File: config.mk
export PLATFORM = sky130hd
export DESIGN_NAME = array_linked_list_free_list_top
export DESIGN_NICKNAME = d
export VERILOG_FILES = /design/src/alfl_pkg.sv /design/src/alfl_mem.sv /design/src/array_linked_list_free_list_top.sv
export SDC_FILE = /design/constraint.sdc
export NUM_CORES = 1
export LEC_CHECK = 0
export BUFFER_PORTS_ARGS = -buffer_cell sky130_fd_sc_hd__buf_4
export CAP_MARGIN = 5
export CORE_MARGIN = 5
export CORE_UTILIZATION = 40
export CTS_CLUSTER_SIZE = 30
export DETAILED_ROUTE_END_ITERATION = 10
export MAX_ROUTING_LAYER = met4
export SLEW_MARGIN = 20
export SYNTH_ARGS = -nofsm -noshare
export SYNTH_HDL_FRONTEND = slang
export SYNTH_SLANG_ARGS = --single-unit
export TNS_END_PERCENT = 100
File: constraint.sdc
create_clock -name i_clk -period 8.25 [get_ports i_clk]
set_input_delay 0.825 -clock i_clk [delete_from_list [all_inputs] [get_ports i_clk]]
set_output_delay 0.825 -clock i_clk [all_outputs]
set_load 0.01 [all_outputs]
File: src/alfl_pkg.sv
// shared types for the array linked list with free chain
// no dependencies; used by alfl_mem and array_linked_list_free_list_top
package alfl_pkg;

    typedef enum logic [2:0] {
        OP_PUSH    = 3'd0,
        OP_DELETE  = 3'd1,
        OP_SEARCH  = 3'd2,
        OP_FIRST   = 3'd3,
        OP_REVERSE = 3'd4
    } t_opcode;

    typedef struct packed {
        logic rd_en;
        logic wr_item_en;
        logic wr_link_en;
    } t_mem_ctl;

endpackage

File: src/alfl_mem.sv
// item and link storage with one write port and one registered read port
// untouched entries at or above the fill count read their reset link (index plus one)
// depends on alfl_pkg
module alfl_mem #(
    parameter int CAPACITY  = 16,
    parameter int ITEM_BITS = 8
) (
    input  logic                               i_clk,
    input  logic                               i_rst_n,
    input  alfl_pkg::t_mem_ctl                 i_ctl,
    input  logic [$clog2(CAPACITY)-1:0]        i_rd_addr,
    input  logic [$clog2(CAPACITY)-1:0]        i_wr_addr,
    input  logic [ITEM_BITS-1:0]               i_wr_item,
    input  logic [$clog2(CAPACITY+1)-1:0]      i_wr_link,
    output logic [ITEM_BITS-1:0]               o_rd_item,
    output logic [$clog2(CAPACITY+1)-1:0]      o_rd_link
);

    localparam int IDXW = $clog2(CAPACITY+1);

    logic [ITEM_BITS-1:0] item_mem [CAPACITY];
    logic [IDXW-1:0]      link_mem [CAPACITY];

    logic [IDXW-1:0]      r_fill;
    logic [ITEM_BITS-1:0] r_rd_item;
    logic [IDXW-1:0]      r_rd_link;
    logic [IDXW-1:0]      r_rd_next;
    logic                 r_rd_fresh;

    always_ff @(posedge i_clk) begin
        if (i_ctl.wr_item_en) begin
            item_mem[i_wr_addr] <= i_wr_item;
        end
        if (i_ctl.wr_link_en) begin
            link_mem[i_wr_addr] <= i_wr_link;
        end
        if (i_ctl.rd_en) begin
            r_rd_item  <= item_mem[i_rd_addr];
            r_rd_link  <= link_mem[i_rd_addr];
            r_rd_next  <= IDXW'(i_rd_addr) + IDXW'(1);
            r_rd_fresh <= IDXW'(i_rd_addr) >= r_fill;
        end
    end

    // fill count marks the first entry whose link was never written
    always_ff @(posedge i_clk) begin
        if (!i_rst_n) begin
            r_fill <= '0;
        end else if (i_ctl.wr_link_en && IDXW'(i_wr_addr) == r_fill) begin
            r_fill <= r_fill + IDXW'(1);
        end
    end

    assign o_rd_item = r_rd_item;
    assign o_rd_link = r_rd_fresh ? r_rd_next : r_rd_link;

endmodule

File: src/array_linked_list_free_list_top.sv
// Singly linked list held in a CAPACITY-entry array, with unused entries kept on a free chain.
// Each request gives one result. Delete, search and reverse walk the list through the single
// read port of the entry memory, which the walk sequencer steps through one entry per cycle;
// a delete that finds its match then passes through an unlink state that returns the entry
// to the free chain. A new request is taken once the sequencer is idle, even while the previous
// result still waits on the output.
// No clearing pass is needed after reset. Depends on alfl_pkg and alfl_mem.
module array_linked_list_free_list_top #(
    parameter int CAPACITY  = 16,
    parameter int ITEM_BITS = 8
) (
    input  logic       i_clk,
    input  logic       i_rst_n,
    input  logic       i_valid,
    output logic       o_ready,
    input  logic [2:0] i_opcode,
    input  logic [7:0] i_item_value,
    output logic       o_valid,
    input  logic       i_ready,
    output logic       o_success,
    output logic [7:0] o_first_item,
    output logic       o_is_empty,
    output logic       o_is_full
);

    localparam int AW   = $clog2(CAPACITY);
    localparam int IDXW = $clog2(CAPACITY+1);
    localparam logic [IDXW-1:0] NIL = IDXW'(CAPACITY);

    typedef enum logic [6:0] {
        ST_IDLE     = 7'b0000001,
        ST_DISPATCH = 7'b0000010,
        ST_PUSH     = 7'b0000100,
        ST_WALK     = 7'b0001000,
        ST_UNLINK   = 7'b0010000,
        ST_FIN_RD   = 7'b0100000,
        ST_FIN      = 7'b1000000
    } t_state;

    t_state             r_state, n_state;
    alfl_pkg::t_opcode  r_op;
    logic [ITEM_BITS-1:0] r_x, x_in;
    logic [IDXW-1:0]    r_head, n_head;
    logic [IDXW-1:0]    r_free_head, n_free_head;
    logic [IDXW-1:0]    r_cur, n_cur;
    logic [IDXW-1:0]    r_prev, n_prev;
    logic               r_ok, n_ok;

    alfl_pkg::t_mem_ctl   mem_ctl;
    logic [AW-1:0]        rd_addr, wr_addr;
    logic [IDXW-1:0]      wr_link, rd_link;
    logic [ITEM_BITS-1:0] rd_item;
    logic                 hit;
    logic [7:0]           head_item;
    logic                 out_load;

    alfl_mem #(
        .CAPACITY  (CAPACITY),
        .ITEM_BITS (ITEM_BITS)
    ) u_mem (
        .i_clk     (i_clk),
        .i_rst_n   (i_rst_n),
        .i_ctl     (mem_ctl),
        .i_rd_addr (rd_addr),
        .i_wr_addr (wr_addr),
        .i_wr_item (r_x),
        .i_wr_link (wr_link),
        .o_rd_item (rd_item),
        .o_rd_link (rd_link)
    );

    assign o_ready = (r_state == ST_IDLE);
    assign hit     = (rd_item == r_x);

    always_comb begin
        for (int i = 0; i < ITEM_BITS; i++) begin
            x_in[i] = (i < 8) ? i_item_value[i % 8] : 1'b0;
        end
        for (int i = 0; i < 8; i++) begin
            head_item[i] = (i < ITEM_BITS) ? rd_item[i % ITEM_BITS] : 1'b0;
        end
    end

    always_comb begin
        n_state     = r_state;
        n_head      = r_head;
        n_free_head = r_free_head;
        n_cur       = r_cur;
        n_prev      = r_prev;
        n_ok        = r_ok;
        mem_ctl     = '0;
        rd_addr     = '0;
        wr_addr     = '0;
        wr_link     = '0;
        out_load    = 1'b0;
        case (r_state)
            ST_IDLE: begin
                if (i_valid) begin
                    n_state = ST_DISPATCH;
                end
            end
            ST_DISPATCH: begin
                case (r_op)
                    alfl_pkg::OP_PUSH: begin
                        if (r_free_head == NIL) begin
                            n_ok    = 1'b0;
                            n_state = ST_FIN_RD;
                        end else begin
                            mem_ctl.rd_en = 1'b1;
                            rd_addr       = r_free_head[AW-1:0];
                            n_state       = ST_PUSH;
                        end
                    end
                    alfl_pkg::OP_DELETE, alfl_pkg::OP_SEARCH, alfl_pkg::OP_REVERSE: begin
                        if (r_head == NIL) begin
                            n_ok    = (r_op == alfl_pkg::OP_REVERSE);
                            n_state = ST_FIN_RD;
                        end else begin
                            mem_ctl.rd_en = 1'b1;
                            rd_addr       = r_head[AW-1:0];
                            n_cur         = r_head;
                            n_prev        = NIL;
                            n_state       = ST_WALK;
                        end
                    end
                    alfl_pkg::OP_FIRST: begin
                        n_ok    = 1'b1;
                        n_state = ST_FIN_RD;
                    end
                    default: begin
                        n_ok    = 1'b0;
                        n_state = ST_FIN_RD;
                    end
                endcase
            end
            ST_PUSH: begin
                mem_ctl.wr_item_en = 1'b1;
                mem_ctl.wr_link_en = 1'b1;
                wr_addr            = r_free_head[AW-1:0];
                wr_link            = r_head;
                n_free_head        = rd_link;
                n_head             = r_free_head;
                n_ok               = 1'b1;
                n_state            = ST_FIN_RD;
            end
            ST_WALK: begin
                if (r_op == alfl_pkg::OP_REVERSE) begin
                    mem_ctl.wr_link_en = 1'b1;
                    wr_addr            = r_cur[AW-1:0];
                    wr_link            = r_prev;
                    n_prev             = r_cur;
                    if (rd_link == NIL) begin
                        n_head  = r_cur;
                        n_ok    = 1'b1;
                        n_state = ST_FIN_RD;
                    end else begin
                        mem_ctl.rd_en = 1'b1;
                        rd_addr       = rd_link[AW-1:0];
                        n_cur         = rd_link;
                    end
                end else if (hit) begin
                    n_ok = 1'b1;
                    if (r_op == alfl_pkg::OP_DELETE) begin
                        if (r_prev == NIL) begin
                            n_head = rd_link;
                        end else begin
                            mem_ctl.wr_link_en = 1'b1;
                            wr_addr            = r_prev[AW-1:0];
                            wr_link            = rd_link;
                        end
                        n_state = ST_UNLINK;
                    end else begin
                        n_state = ST_FIN_RD;
                    end
                end else if (rd_link == NIL) begin
                    n_ok    = 1'b0;
                    n_state = ST_FIN_RD;
                end else begin
                    mem_ctl.rd_en = 1'b1;
                    rd_addr       = rd_link[AW-1:0];
                    n_prev        = r_cur;
                    n_cur         = rd_link;
                end
            end
            ST_UNLINK: begin
                mem_ctl.wr_link_en = 1'b1;
                wr_addr            = r_cur[AW-1:0];
                wr_link            = r_free_head;
                n_free_head        = r_cur;
                n_state            = ST_FIN_RD;
            end
            ST_FIN_RD: begin
                if (r_head != NIL) begin
                    mem_ctl.rd_en = 1'b1;
                    rd_addr       = r_head[AW-1:0];
                end
                n_state = ST_FIN;
            end
            ST_FIN: begin
                if (!o_valid || i_ready) begin
                    out_load = 1'b1;
                    n_state  = ST_IDLE;
                end
            end
            default: begin
                n_state = ST_IDLE;
            end
        endcase
    end

    always_ff @(posedge i_clk) begin
        if (!i_rst_n) begin
            r_state     <= ST_IDLE;
            r_head      <= NIL;
            r_free_head <= '0;
            o_valid     <= 1'b0;
        end else begin
            r_state     <= n_state;
            r_head      <= n_head;
            r_free_head <= n_free_head;
            if (out_load) begin
                o_valid <= 1'b1;
            end else if (i_ready) begin
                o_valid <= 1'b0;
            end
        end
    end

    always_ff @(posedge i_clk) begin
        r_cur  <= n_cur;
        r_prev <= n_prev;
        r_ok   <= n_ok;
        if (i_valid && o_ready) begin
            r_op <= alfl_pkg::t_opcode'(i_opcode);
            r_x  <= x_in;
        end
        if (out_load) begin
            o_success    <= r_ok;
            o_first_item <= (r_head == NIL) ? 8'd0 : head_item;
            o_is_empty   <= (r_head == NIL);
            o_is_full    <= (r_free_head == NIL);
        end
    end

    a_push_takes_free_head: assert property (@(posedge i_clk) disable iff (!i_rst_n)
        r_state == ST_PUSH |=> r_head == $past(r_free_head))
        else $error("push did not link the free head entry");

    a_walk_not_null: assert property (@(posedge i_clk) disable iff (!i_rst_n)
        r_state == ST_WALK |-> r_cur != NIL)
        else $error("walk on a null entry");

    a_result_from_fin: assert property (@(posedge i_clk) disable iff (!i_rst_n)
        $rose(o_valid) |-> $past(r_state == ST_FIN))
        else $error("result raised outside the final step");

    a_empty_first_zero: assert property (@(posedge i_clk) disable iff (!i_rst_n)
        o_valid && o_is_empty |-> o_first_item == 8'd0)
        else $error("empty list reports a head item");

endmodule
==> results by group <==
Timing
  – Worst clock skew: 0.02257 ns
  – Slew Viols, Final: 0
  – Worst Tran Pin Value: 1.094 ns
  – Slew headroom: 0.2660
  – Fmax: 210.9 MHz
  – Final Setup Violations: 0
  – Tcrit/Tclk final: 0.5746
  – Min Tclk post-route: 4.741 ns
  – RSZ-0062 raised after global routing: false
  – Fin Hold WS: 0.4241 ns
  – PnR worst setup slack: 3.509 ns
  – Final hold vios: 0
  – TNS Setup: 0 ns

Logic synthesis
  – Prevailing post-synth register cell: edfxtp_1
  – Library cells used by synthesis: 63
  – Syn. warnings: 0
  – Synth async-reset ratio: 0
  – Sequential fraction of the synthesis area: 0.6773
  – Synth Register Bits: 283
  – Synth area leaders: edfxtp_1 (64%), mux2i_1 (6.0%), dfxtp_1 (3.8%)
  – Post-synth top area cell: edfxtp_1
  – Synthesized instance count: 898
  – Top cell type's share of synthesized area: 0.6396
  – Post-synth EDFFs: 260
  – Mapped Nets: 919
  – Synthesized area per cell: 13.59 um^2
  – Post-Synthesis Cell Area: 12210 um^2

Layout
  – Fin area: 13790 um^2
  – Area Growth Syn to Fin: 13.00%
  – Post-layout util: 0.4545
  – Layout Cells excl Fill: 1344
  – Final net count: 946
  – Proportion of layout cells with a drive suffix above 1: 0.1329
  – Fillers: 2664
  – ANT cells: 0

Worst setup path
  – RR Startpoint: r_x[3]
  – Critical Path Fanout Max: 57
  – CP Launch Type: flop
  – R2R cell count: 10
  – Worst Path Arrival: 5.04 ns
  – Setup Crit Path Kind: flop to flop
  – CP Capture Type: flop
  – Req. time, crit path: 8.55 ns
  – Reg2reg setup slack: 3.51 ns
  – Worst R2R End: u_mem.o_rd_item[1]

Pwr
  – Internal power: 2.278 mW
  – PD cells: 207.0 nW/um^2
  – Switching share of power: 0.2022
  – Total Power: 2.855 mW
  – Comb pwr share: 0.013
  – Pleak: 5.130 nW
  – Reg power frac: 0.556
  – Peak supply drop: 0.1355 mV
  – Clock power frac: 0.431
  – Sw power: 0.5773 mW

Global route
  – GR Util met1: 0.2362
  – GR peak layer: met2
  – First-pass GRT wire length: 45280 um
  – Total track usage: 0.1791
  – Vias in the first global route: 7454
  – Met3 GRT Util: 0.02566
  – Grt total ovfl: 0
  – Initial antenna violation count: 0
  – GR Util met2: 0.2925
  – Largest net degree at the start of global routing: 58

Floorplan
  – Die Y-Extent: 184.7 um
  – Core Box Area: 30350 um^2
  – Die area: 34110 um^2
  – Die W: 184.7 um
  – Initial Util: 0.4022
  – Num ports: 28
  – Cell Rows: 64

Routing
  – Initial DRT Pass Iterations: 6
  – Via count: 7477
  – Wire per inst: 22.24 um
  – Routed Antenna Nets: 0
  – DR vias/cell: 5.563
  – Final Routed Wirelength: 29890 um
  – Iteration-0 DRC Markers: 678
  – DRC errors left: 0

CTS
  – Post-CTS setup buffer count: 0
  – Clk sinks: 283
  – Clock latency on the worst-skew pair: 0.56 ns
  – Worst-path clk slew: 0.06 ns
  – Clock Path Buffers: 3
  – Post-CTS sizing: 0
  – CTS Hold Bufs: 0
  – H-Tree Depth: 1
  – CTS tree: yes
  – Root buffer cell: clkbuf_16
  – CTS buffer count: 30

Placement
  – PortBufs: 27
  – Routability cong.: 0.8490
  – Placed Cells: 1289
  – Place WS: 3.520 ns
  – Detailed placer's ending HPWL: 18280 um
  – Post-place instance area: 12900 um^2

Worst hold path
  – Hold Path Depth: 0
  – Hold Startpoint: r_ok
  – Hold Crit Endpoint: o_success
  – Worst hold path class: flop to flop

Status
  – Status: finished, final reports clean

Flow run
  – Max-cap violations: 0
==> worst max-delay path: stages, from the launching register on <==
cell and delay [ns]:
edfxtp_1 0.62, xor2_1 0.26, nor4_2 0.74, a311oi_2 0.21, or3_1 0.41, inv_4 0.54
buf_4 0.79, mux2i_1 0.28, mux2_2 0.18, o22ai_1 0.07, a211o_1 0.30
==> how the worst max path moves through the flow <==
stage                     startpoint  depth (start not counted)            endpoint  slack, ns
final                         r_x[3]                         10  u_mem.o_rd_item[1]       3.51
after floorplan               r_x[5]                         15    u_mem.r_rd_fresh       4.65
after global placement        r_x[2]                         10  u_mem.o_rd_item[4]       3.64
after detailed placement      r_x[2]                         10  u_mem.o_rd_item[1]       3.52
after global routing          r_x[2]                         10  u_mem.o_rd_item[0]       3.28
after CTS                     r_x[2]                         10  u_mem.o_rd_item[1]       3.49
==> registers in the layout, summed over array words and instances (netlist names), 7 cells and up <==
name and cells:
r_state 7, u_mem.link_mem 80, r_x 8, u_mem.item_mem 128
u_mem.o_rd_item 8, o_first_item 8
==> per-layer routing <==
metal / wire [um] / up-vias
met5: 0 / -
met1: 13100 / 3707
li1: - / 3479
met4: 684 / 0
met3: 1852 / 51
met2: 14250 / 240
==> layout make-up <==
class / count / area [um^2] / share of cell area
Clock buffer: 44 / 834.6 / 0.06050
Inverter: 15 / 58.81 / 0.004263
Tap cell: 396 / 495.5 / 0.03592
Timing Repair Buffer: 45 / 337.8 / 0.02449
Sequential cell: 283 / 8268 / 0.5994
Multi-Input combinational cell: 550 / 3746 / 0.2716
Clock inverter: 11 / 52.55 / 0.003810
==> cells by family (layout without fill, tap and decap cells) <==
group           Yosys count  count (layout)  share of synthesized area
flops                   283             283                     0.6773
simple gates            282             282                     0.1142
compound gates          147             147                    0.08385
mux                     101             101                    0.08569
buf+inv                  65             115                    0.02276
xor+xnor                 14              14                    0.01005
fa+ha+maj                 6               6                   0.006150
==> cells in the final DEF, fill, tap and decap left out, types with 17 or more instances in the layout <==
cell,instances
buf_4,45
a21oi_1,21
a31oi_1,17
edfxtp_1,260
nor2_1,46
mux2_2,17
clkbuf_16,31
nand2_1,111
dfxtp_1,23
mux2i_1,73
and3_1,30
a211oi_1,23
==> synthesized netlist by cell type (3+ instances only) <==
| cell type | count |
|---|---|
| edfxtp_1 | 260 |
| nand2_1 | 111 |
| mux2i_1 | 73 |
| nor2_1 | 46 |
| clkbuf_1 | 35 |
| and3_1 | 30 |
| a211oi_1 | 23 |
| dfxtp_1 | 23 |
| nor3_1 | 23 |
| a21oi_1 | 21 |
| o21ai_0 | 20 |
| a31oi_1 | 17 |
| mux2_2 | 17 |
| and2_1 | 15 |
| inv_1 | 14 |
| a211o_1 | 13 |
| o22ai_1 | 13 |
| buf_2 | 12 |
| mux2_1 | 11 |
| xor2_1 | 9 |
| nand2b_1 | 8 |
| nor4_1 | 8 |
| a22o_1 | 7 |
| ha_1 | 6 |
| nand3_1 | 6 |
| nor2b_1 | 6 |
| or3_1 | 6 |
| a21o_1 | 5 |
| xnor2_1 | 5 |
| nand4_1 | 4 |
| a221oi_1 | 3 |
| a32oi_1 | 3 |
| nand4b_1 | 3 |
| nor4_2 | 3 |
| o211a_1 | 3 |
| o21a_1 | 3 |
==> power by group through the flow <==
stage                     registers [mW]  logic, mW  clock network [mW]
final                               1.59     0.0365                1.23
after global routing                1.59     0.0398                1.32
after CTS                           1.59     0.0367                1.25
after detailed placement            1.62     0.0362                   0
after global placement              1.62     0.0363                   0
after floorplan                     1.61     0.0245                   0
Power figures use the tool's default switching activity.
